File: src/wsu_pkg.sv
// ----------------------------------------------------------------------------
// wsu_pkg
// Types and constants for the websocket frame unmasker.
// ----------------------------------------------------------------------------
`default_nettype none

package wsu_pkg;

    localparam int unsigned MAX_BUFFER_BYTES = 2048;
    localparam int unsigned BYTES_SEEN_W     = $clog2(MAX_BUFFER_BYTES + 1);
    localparam int unsigned MIN_FRAME_BYTES  = 6;

    localparam int unsigned LEN_W  = 64;
    localparam int unsigned LEFT_W = 4;

    // header fields
    localparam logic [3:0] OPC_CLOSE = 4'h8;
    localparam logic [6:0] LEN_EXT16 = 7'd126;
    localparam logic [6:0] LEN_EXT64 = 7'd127;
    localparam logic [LEFT_W-1:0] EXT16_BYTES = LEFT_W'(2);
    localparam logic [LEFT_W-1:0] EXT64_BYTES = LEFT_W'(8);

    // final status codes
    localparam logic [1:0] ST_COMPLETE   = 2'd0;
    localparam logic [1:0] ST_CLOSE      = 2'd1;
    localparam logic [1:0] ST_INCOMPLETE = 2'd2;

    typedef enum logic [2:0] {
        PH_HDR0,
        PH_HDR1,
        PH_EXTLEN,
        PH_MASK,
        PH_PAYLOAD,
        PH_DONE
    } phase_t;

    typedef struct packed {
        logic       present;
        logic [7:0] data_byte;
        logic       byte_valid;
        logic       frame_end;
        logic [1:0] status;
    } result_t;

endpackage

`default_nettype wire

File: src/wsu_parser.sv
// ----------------------------------------------------------------------------
// wsu_parser
// Header parse state, mask key store and payload unmasking for one byte.
// ----------------------------------------------------------------------------
`default_nettype none

module wsu_parser (
    input  wire logic             clk,
    input  wire logic             rst_n,
    input  wire logic             step,
    input  wire logic [7:0]       rx_byte,
    input  wire logic             buffer_end,
    output wsu_pkg::result_t      result
);

    wsu_pkg::phase_t                        phase_reg, phase_next;
    logic [wsu_pkg::BYTES_SEEN_W-1:0]       seen_reg, seen_next;
    logic [wsu_pkg::LEN_W-1:0]              len_reg, len_next;   // length, then bytes left
    logic [wsu_pkg::LEFT_W-1:0]             left_reg, left_next;
    logic [1:0]                             idx_reg, idx_next;
    logic                                   masked_reg, masked_next;
    logic                                   close_reg, close_next;
    logic [7:0]                             key_reg [4];
    logic                                   key_we;
    logic [wsu_pkg::LEN_W-1:0]              len_shift;
    logic [7:0]                             data;
    logic                                   valid;
    logic [1:0]                             status;

    assign len_shift = {len_reg[wsu_pkg::LEN_W-9:0], rx_byte};

    always_comb
    begin
        phase_next  = phase_reg;
        seen_next   = seen_reg;
        len_next    = len_reg;
        left_next   = left_reg;
        idx_next    = idx_reg;
        masked_next = masked_reg;
        close_next  = close_reg;
        key_we      = 1'b0;
        data        = 8'h00;
        valid       = 1'b0;

        if (seen_reg < wsu_pkg::BYTES_SEEN_W'(wsu_pkg::MAX_BUFFER_BYTES))
        begin
            seen_next = seen_reg + 1'b1;
            case (phase_reg)
                wsu_pkg::PH_HDR0:
                begin
                    close_next = (rx_byte[3:0] == wsu_pkg::OPC_CLOSE);
                    phase_next = wsu_pkg::PH_HDR1;
                end
                wsu_pkg::PH_HDR1:
                begin
                    masked_next = rx_byte[7];
                    if (rx_byte[6:0] == wsu_pkg::LEN_EXT16)
                    begin
                        len_next   = '0;
                        left_next  = wsu_pkg::EXT16_BYTES;
                        phase_next = wsu_pkg::PH_EXTLEN;
                    end
                    else if (rx_byte[6:0] == wsu_pkg::LEN_EXT64)
                    begin
                        len_next   = '0;
                        left_next  = wsu_pkg::EXT64_BYTES;
                        phase_next = wsu_pkg::PH_EXTLEN;
                    end
                    else
                    begin
                        len_next = wsu_pkg::LEN_W'(rx_byte[6:0]);
                        if (rx_byte[7])
                        begin
                            idx_next   = 2'd0;
                            phase_next = wsu_pkg::PH_MASK;
                        end
                        else if (rx_byte[6:0] == 7'd0)
                            phase_next = wsu_pkg::PH_DONE;
                        else
                            phase_next = wsu_pkg::PH_PAYLOAD;
                    end
                end
                wsu_pkg::PH_EXTLEN:
                begin
                    len_next  = len_shift;
                    left_next = left_reg - 1'b1;
                    if (left_reg == wsu_pkg::LEFT_W'(1))
                    begin
                        if (masked_reg)
                        begin
                            idx_next   = 2'd0;
                            phase_next = wsu_pkg::PH_MASK;
                        end
                        else if (len_shift == '0)
                            phase_next = wsu_pkg::PH_DONE;
                        else
                            phase_next = wsu_pkg::PH_PAYLOAD;
                    end
                end
                wsu_pkg::PH_MASK:
                begin
                    key_we   = 1'b1;
                    idx_next = idx_reg + 1'b1;
                    // key complete: index wraps to 0, which is also payload byte 0
                    if (idx_reg == 2'd3)
                        phase_next = (len_reg == '0) ? wsu_pkg::PH_DONE
                                                     : wsu_pkg::PH_PAYLOAD;
                end
                wsu_pkg::PH_PAYLOAD:
                begin
                    valid    = !close_reg;
                    data     = masked_reg ? (rx_byte ^ key_reg[idx_reg]) : rx_byte;
                    idx_next = idx_reg + 1'b1;
                    len_next = len_reg - 1'b1;
                    if (len_reg == wsu_pkg::LEN_W'(1))
                        phase_next = wsu_pkg::PH_DONE;
                end
                default:
                begin
                end
            endcase
        end

        if (seen_next < wsu_pkg::BYTES_SEEN_W'(wsu_pkg::MIN_FRAME_BYTES))
            status = wsu_pkg::ST_INCOMPLETE;
        else if (close_next)
            status = wsu_pkg::ST_CLOSE;
        else if (phase_next == wsu_pkg::PH_DONE)
            status = wsu_pkg::ST_COMPLETE;
        else
            status = wsu_pkg::ST_INCOMPLETE;

        result.present    = valid || buffer_end;
        result.data_byte  = valid ? data : 8'h00;
        result.byte_valid = valid;
        result.frame_end  = buffer_end;
        result.status     = buffer_end ? status : wsu_pkg::ST_COMPLETE;
    end

    always_ff @(posedge clk or negedge rst_n)
    begin
        if (!rst_n)
        begin
            phase_reg  <= wsu_pkg::PH_HDR0;
            seen_reg   <= '0;
            len_reg    <= '0;
            left_reg   <= '0;
            idx_reg    <= 2'd0;
            masked_reg <= 1'b0;
            close_reg  <= 1'b0;
        end
        else if (step)
        begin
            if (buffer_end)
            begin
                // buffer done: start over for the next one
                phase_reg  <= wsu_pkg::PH_HDR0;
                seen_reg   <= '0;
                len_reg    <= '0;
                left_reg   <= '0;
                idx_reg    <= 2'd0;
                masked_reg <= 1'b0;
                close_reg  <= 1'b0;
            end
            else
            begin
                phase_reg  <= phase_next;
                seen_reg   <= seen_next;
                len_reg    <= len_next;
                left_reg   <= left_next;
                idx_reg    <= idx_next;
                masked_reg <= masked_next;
                close_reg  <= close_next;
            end
        end
    end

    // key store, written before use within each frame
    always_ff @(posedge clk)
    begin
        if (step && key_we)
            key_reg[idx_reg] <= rx_byte;
    end

endmodule

`default_nettype wire

File: src/websocket_frame_unmasker.sv
// ----------------------------------------------------------------------------
// websocket_frame_unmasker
// Parses the first frame header of a receive buffer and unmasks its payload.
// ----------------------------------------------------------------------------
//
//  channel   | dir | tdata            | tuser                  | tlast
//  ----------+-----+------------------+------------------------+------------
//  s_axis    | in  | [7:0] rx_byte    | -                      | buffer_end
//  m_axis    | out | [7:0] data_byte  | [0] byte_valid,        | frame_end
//            |     |                  | [2:1] status           |
//
//  One byte per cycle while m_axis does not stall. Each request goes into an
//  input register, is parsed and unmasked by one pass of logic in the parser,
//  and the result lands in the output register.
//  A request that yields no result (header, extended length, mask key,
//  trailing bytes) retires without touching the output register.
//  A stalled m_axis holds the input register only when it has a result to
//  pass on; nothing is dropped. Reset clears all parse state but the mask key at once.
//
// ----------------------------------------------------------------------------
`default_nettype none

module websocket_frame_unmasker (
    input  wire logic       clk,
    input  wire logic       rst_n,

    input  wire logic       s_axis_tvalid,
    output logic            s_axis_tready,
    input  wire logic [7:0] s_axis_tdata,    // [7:0] rx_byte
    input  wire logic       s_axis_tlast,    // buffer_end

    output logic            m_axis_tvalid,
    input  wire logic       m_axis_tready,
    output logic [7:0]      m_axis_tdata,    // [7:0] data_byte
    output logic [2:0]      m_axis_tuser,    // [0] byte_valid, [2:1] status
    output logic            m_axis_tlast     // frame_end
);

    // input register
    logic             in_valid_reg;
    logic [7:0]       in_byte_reg;
    logic             in_last_reg;

    // output register
    logic             out_valid_reg;
    wsu_pkg::result_t out_reg;

    wsu_pkg::result_t res;
    logic             advance;

    // The held request moves on when it has no result, or the output
    // register is free or being drained this cycle.
    assign advance       = in_valid_reg &&
                           (!res.present || !out_valid_reg || m_axis_tready);
    assign s_axis_tready = !in_valid_reg || advance;

    wsu_parser u_parser (
        .clk        (clk),
        .rst_n      (rst_n),
        .step       (advance),
        .rx_byte    (in_byte_reg),
        .buffer_end (in_last_reg),
        .result     (res)
    );

    always_ff @(posedge clk or negedge rst_n)
    begin
        if (!rst_n)
            in_valid_reg <= 1'b0;
        else if (s_axis_tready)
            in_valid_reg <= s_axis_tvalid;
    end

    always_ff @(posedge clk)
    begin
        if (s_axis_tready && s_axis_tvalid)
        begin
            in_byte_reg <= s_axis_tdata;
            in_last_reg <= s_axis_tlast;
        end
    end

    always_ff @(posedge clk or negedge rst_n)
    begin
        if (!rst_n)
            out_valid_reg <= 1'b0;
        else if (advance && res.present)
            out_valid_reg <= 1'b1;
        else if (m_axis_tready)
            out_valid_reg <= 1'b0;
    end

    always_ff @(posedge clk)
    begin
        if (advance && res.present)
            out_reg <= res;
    end

    assign m_axis_tvalid = out_valid_reg;
    assign m_axis_tdata  = out_reg.data_byte;
    assign m_axis_tuser  = {out_reg.status, out_reg.byte_valid};
    assign m_axis_tlast  = out_reg.frame_end;

endmodule

`default_nettype wire

File: config.mk
export PLATFORM = sky130hd
export DESIGN_NAME = websocket_frame_unmasker
export DESIGN_NICKNAME = d
export VERILOG_FILES = /design/src/wsu_pkg.sv /design/src/wsu_parser.sv /design/src/websocket_frame_unmasker.sv
export SDC_FILE = /design/constraint.sdc
export NUM_CORES = 1
export LEC_CHECK = 0
export BUFFER_PORTS_ARGS = -buffer_cell sky130_fd_sc_hd__buf_4
export CAP_MARGIN = 30
export CORE_MARGIN = 2
export CORE_UTILIZATION = 40
export CTS_CLUSTER_SIZE = 30
export DETAILED_ROUTE_END_ITERATION = 10
export SKIP_CTS_REPAIR_TIMING = 1
export SYNTH_ARGS = -nofsm -noshare
export SYNTH_HDL_FRONTEND = slang
export SYNTH_SLANG_ARGS = --single-unit
File: constraint.sdc
create_clock -name clk -period 2.7 [get_ports clk]
set_clock_uncertainty 0.05 [all_clocks]
set_input_delay 0 -clock clk [delete_from_list [all_inputs] [get_ports clk]]
set_output_delay 0 -clock clk [all_outputs]
set_load 0.005 [all_outputs]
==> results of run 1 <==
-- metrics by stage --
stage	hold WS [ns]	power, mW	worst slack (ns)	cell area (um2)
2_1_floorplan	-0.346	5.40	0.339	8120
3_3_place_gp	-0.0155	6.87	0.186	9000
3_5_place_dp	-0.0112	6.88	0.136	9000
4_1_cts	-0.470	9.17	0.132	9560
5_1_grt	0.110	9.84	0.0159	9710
6_report	0.0618	9.25	0.177	9710
-- worst max-delay path, stage by stage (launching register included) --
cell      delay, ns
dfrtp_1        0.46
nor4_4         0.38
nand4_4        0.25
nor4_4         0.45
nand2_2        0.15
or4_1          0.51
o211ai_1       0.18
-- kinds of logic (layout without fill, tap and decap cells) --
family	count (synthesis)	in the layout	share of synthesized area (%)
AOI/OAI and AO/OA	257	257	19.2
muxes	12	12	2.73
DFF	142	142	47.0
and+or+nand+nor	370	370	24.6
xor gates and xnor gates	12	12	1.29
adders and majority gates	10	10	1.54
buffers and inverters	74	157	3.65
-- where the power goes --
part           leakage, nW  switching (mW)  internal [mW]
Sequential            1.71           0.342           2.53
Combinational         1.85            2.53           1.60
Clock                0.273           0.976           1.28
-- layout by cell type (no fill, tap or decap), drive strengths merged, types with 10 or more instances in the layout --
cell type / instances
nand4: 15
inv: 24
nand2b: 11
o21ai: 99
ha: 10
nor3: 51
edfxtp: 53
nand2: 92
xor2: 11
o211ai: 11
nor3b: 13
a22oi: 13
o311ai: 11
nor4: 24
clkbuf: 17
dfrtp: 89
nor2: 73
buf: 97
nand3: 33
dlygate4sd3: 12
a21oi: 68
-- worst paths after layout --
check | startpoint | to | slack (ns) | cells after the start
max in group asynchronous | rst_n | u_parser.len_reg[40]$_DFFE_PN0P_ | 1.83 | 3
hold reg to reg | u_parser.left_reg[0]$_DFFE_PN0P_ | u_parser.left_reg[0]$_DFFE_PN0P_ | 0.49 | 1
hold / removal | rst_n | u_parser.masked_reg$_DFFE_PN0P_ | 0.06 | 2
setup / recovery | u_parser.len_reg[10]$_DFFE_PN0P_ | u_parser.len_reg[63]$_DFFE_PN0P_ | 0.18 | 6
setup reg to reg | u_parser.len_reg[10]$_DFFE_PN0P_ | u_parser.len_reg[63]$_DFFE_PN0P_ | 0.18 | 6
min in group clk | s_axis_tdata[1] | in_byte_reg[1]$_DFFE_PP_ | 0.23 | 2
-- routing by layer --
metal	share of wire, %	vias to the layer above	track usage [%]	wire [um]
met3	5.6	25	3.78	1260
met5	0	-	0	0
met4	1.4	0	5.92	316
met1	45	3505	30.0	10300
li1	-	3446	-	-
met2	48	263	34.6	10700
-- cell type report --
class                      instances  area [um2]  share of cell area, %
tap                              270         338                   3.48
multi-input combinational        661        4050                   41.7
timing repair buffer             109         886                   9.12
clock buffer                      17         425                   4.38
sequential                       142        3820                   39.3
clock inverter                    14         130                   1.34
inverter                          17        63.8                  0.657
==> qor.txt, run 1 <==
DR pass1 iterations: 6
First-pass GRT wire length: 36800 um
I/O Buffers: 26
Die Y: 146 um
#FFs+latches synth: 142
Number of flip-flops in the largest register: 64
Largest net degree at the start of global routing: 50
Mapped Area: 0.00812 mm2
Post-Syn Instances: 877
Setup_tns: 0 ns
Gr ovfl total: 0
Vias per cell: 5.89
Root buffer cell: clkbuf_16
Distinct cells, synth: 75
Final wirelength: 22600 um
Gpl congestion: 0.878
Hold Path Class: in -> async
Least-Margin Pin Slew: 0.887 ns
DR iter-0 viols: 587
TritonCTS Buffers: 17
Initial Util: 40.4%
Syn Nets: 900
Routed Antenna Nets: 0
Nets@finish: 971
Crit end category: flip-flop
Core Area: 0.0201 mm2
Layout Area Growth over Synthesis: 19.6%
Die Wd: 146 um
Clk_lat worst skew: 0.43 ns
Top cells by count, synth: 99 x o21ai_0, 91 x nand2_1, 89 x dfrtp_1
Top FF cell, synth: dfrtp_1
Layout Cells excl Fill: 1230
Layout cell share with drive strength beyond 1: 16.9%
Post-layout util: 48.3%
WS Path Type: reg -> reg
Max VDD drop: 0.510 mV
Clk slew on worst S/H paths: 0.07 ns
Mean post-synth cell area: 9.26 um2
Top-area cell type share of the netlist area: 27.4%
Row cnt: 52
# fillers: 1902
Crit share post-route: 93.4%
Final hold vios: 0
Status: completed
EDFF count, synth: 53
CTS tree: done
Max-cap viol count: 0
Vias post-DR: 7239
Synth area leader: dfrtp_1
Worst Path Required: 2.98 ns
Post-layout minimum cycle time: 2.52 ns
Setup violations, final: 0
Num ports: 27
Startpoint types: flip-flop
Pins Over Slew Limit: 0
Static Leak: 3.83 nW
Full die area: 0.0215 mm2
Synth area leaders: dfrtp_1 27%, edfxtp_1 20%, o21ai_0 6.1%
Diodes inserted: 0
Clock buffer depth: 2
RSZ-0062 raised after global routing: false
Drt drc: 0
Vias in the first global route: 6847
Inst Count DP: 1185
WP data arrival: 2.80 ns
Power per cell area: 952 mW/mm2
Yosys warnings: 0
CTS sink count: 142
Fmax: 0.396 GHz
Most common cell in the netlist: o21ai_0
DP Wirelength: 15500 um
Post-synthesis sequential area ratio: 47.0%
Critical-path maximum fanout: 10
Rel. slew slack: 40.6%
Ys async rst share: 62.7%
Avg WL per Cell: 18.4 um
H-tree Lvls: 4
Initial antenna violation count: 0
GR Util All Layers: 21.5%
(Power assumes the default switching activity.)
==> run 2, diff against run 1 <==
- CORE_MARGIN: 2 -> 4
==> qor.txt, run 2 (synthesized netlist as in run 1, its figures left out) <==
Clk slew on worst S/H paths: 0.07 ns (about the same)
Switching Fraction: 41.2% (was 41.6%)
Crit share post-route: 93.3% (was 93.4%)
Num ports: 27 (unchanged)
CTS tree: done (unchanged)
Placed cell areas: 0.00902 mm2 (was 0.00900 mm2)
Total power: 9.58 mW (was 9.25 mW)
WS Path Type: reg -> reg (unchanged)
Die Wd: 150 um (was 146 um)
Largest net degree at the start of global routing: 57 (was 50)
Initial Util: 41.2% (was 40.4%)
Max-cap viol count: 0 (unchanged)
Pint: 5.63 mW (was 5.40 mW)
Core Area: 0.0197 mm2 (was 0.0201 mm2)
DR iter-0 viols: 610 (was 587)
Critical-path maximum fanout: 4 (was 10)
Diodes inserted: 0 (unchanged)
Avg WL per Cell: 18.9 um (was 18.4 um)
H-tree Lvls: 4 (unchanged)
Clk pwr share: 26.5% (was 24.4%)
Nets@finish: 978 (was 971)
Drt drc: 0 (unchanged)
Max VDD drop: 0.557 mV (was 0.510 mV)
Vias in the first global route: 7030 (was 6847)
CTS sink count: 142 (unchanged)
Number of flip-flops in the largest register: 64 (unchanged)
Fmax: 0.397 GHz (was 0.396 GHz)
First-pass GRT wire length: 37600 um (was 36800 um)
Vias per cell: 5.90 (was 5.89)
Final wirelength: 23300 um (was 22600 um)
Final hold vios: 0 (unchanged)
Root buffer cell: clkbuf_16 (unchanged)
Worst Path Required: 2.82 ns (was 2.98 ns)
R2R Path Start: u_parser.len_reg[40]$_DFFE_PN0P_ (was u_parser.len_reg[10]$_DFFE_PN0P_)
RSZ-0062 raised after global routing: true (was false)
Gr ovfl total: 0 (unchanged)
Clock buffer depth: 2 (unchanged)
Layout cell share with drive strength beyond 1: 18.0% (was 16.9%)
DP Wirelength: 15900 um (was 15500 um)
Status: completed (unchanged)
Commonest cells after routing, fill and taps aside: 103 x buf_4, 99 x o21ai_0, 90 x nand2_1 (was 99 x o21ai_0, 94 x buf_4, 91 x nand2_1)
Inst Count DP: 1186 (was 1185)
TritonCTS Buffers: 17 (unchanged)
Setup slack after layout: 0.182 ns (was 0.177 ns)
Pre-CTS worst setup slack: 0.0854 ns (was 0.136 ns)
Layout Cells excl Fill: 1233 (was 1230)
Die Y: 150 um (was 146 um)
Static Leak: 3.90 nW (was 3.83 nW)
Row cnt: 51 (was 52)
Clk_lat worst skew: 0.44 ns (was 0.43 ns)
Routed Antenna Nets: 0 (unchanged)
Initial antenna violation count: 0 (unchanged)
Fin area: 0.00982 mm2 (was 0.00971 mm2)
Setup violations, final: 0 (unchanged)
Seq pwr share: 30.0% (was 31.0%)
I/O Buffers: 26 (unchanged)
Rel. slew slack: 42.1% (was 40.6%)
Post-layout util: 49.8% (was 48.3%)
Cells on worst reg2reg path: 6 (unchanged)
Share of power burned in combinational logic: 43.5% (was 44.6%)
Setup_tns: 0 ns (unchanged)
Layout Area Growth over Synthesis: 20.9% (was 19.6%)
Reg-to-reg critical path endpoint: m_axis_tuser[2]$_SDFFCE_PN0P_ (was u_parser.len_reg[63]$_DFFE_PN0P_)
Power per cell area: 975 mW/mm2 (was 952 mW/mm2)
Hold Path Class: in -> async (unchanged)
Startpoint types: flip-flop (unchanged)
Setup slack, reg-to-reg: 0.18 ns (about the same)
Post-layout minimum cycle time: 2.52 ns (about the same)
Pins Over Slew Limit: 0 (unchanged)
Hold_ws: 0.137 ns (was 0.0618 ns)
Full die area: 0.0226 mm2 (was 0.0215 mm2)
Gpl congestion: 0.897 (was 0.878)
Vias post-DR: 7270 (was 7239)
Commonest non-fill, non-tap cell in the layout: buf_4 (was o21ai_0)
Net Switching: 3.95 mW (was 3.84 mW)
WP data arrival: 2.64 ns (was 2.80 ns)
Least-Margin Pin Slew: 0.866 ns (was 0.887 ns)
DR pass1 iterations: 5 (was 6)
GR Util All Layers: 21.0% (was 21.5%)
Crit end category: flip-flop (unchanged)
## run 2: cell count changes in the layout (fill, tap and decap cells not counted), sizes merged
cell	change
bufinv	+2
inv	+2
clkbuf	+1
clkinv	-3
buf	+7
clkinvlp	-1
## run 2: layer usage
layer	routed length [um]	vias up	track usage, %
met1	10600	3513	29.3
met5	0	-	0
met2	10900	260	32.9
met4	453	0	7.59
met3	1380	42	3.94
li1	-	3455	-
## run 2: final cells by class
cell class	count	area [um2]
clock buffers	18	429
well taps	265	332
multi-input cells	661	4070
repair buffers	116	913
clock inverters	14	194
inverters	17	63.8
fillers	1829	9900
flip-flops and latches	142	3820
## run 2: critical path, cell delays in order (launching register included)
cell and delay, ns:
dfrtp_1 0.45, nor3_2 0.24, nand4_1 0.31, nor3_1 0.51
a31oi_1 0.20, o31ai_1 0.35, a21boi_0 0.15
## run 2: worst max path at each step
stage,from,to,cells after the start
after floorplan,u_parser.phase_reg[1]$_DFFE_PN0P_,m_axis_tdata[0]$_SDFFCE_PN0P_,7
after global placement,u_parser.len_reg[6]$_DFFE_PN0P_,u_parser.len_reg[46]$_DFFE_PN0P_,7
after detailed placement,u_parser.phase_reg[2]$_DFFE_PN0P_,u_parser.left_reg[2]$_DFFE_PN0P_,7
after CTS,u_parser.phase_reg[2]$_DFFE_PN0P_,u_parser.left_reg[2]$_DFFE_PN0P_,7
after global routing,u_parser.len_reg[10]$_DFFE_PN0P_,u_parser.len_reg[61]$_DFFE_PN0P_,7
final,u_parser.len_reg[40]$_DFFE_PN0P_,m_axis_tuser[2]$_SDFFCE_PN0P_,6
## run 2: power groups by stage
stage	Sequential [mW]	Clock [mW]	Combinational, mW
after floorplan	2.79	0	2.61
after global placement	2.90	0	4.01
after detailed placement	2.90	0	4.01
after CTS	2.87	2.58	4.03
after global routing	2.91	2.66	4.57
final	2.88	2.54	4.16
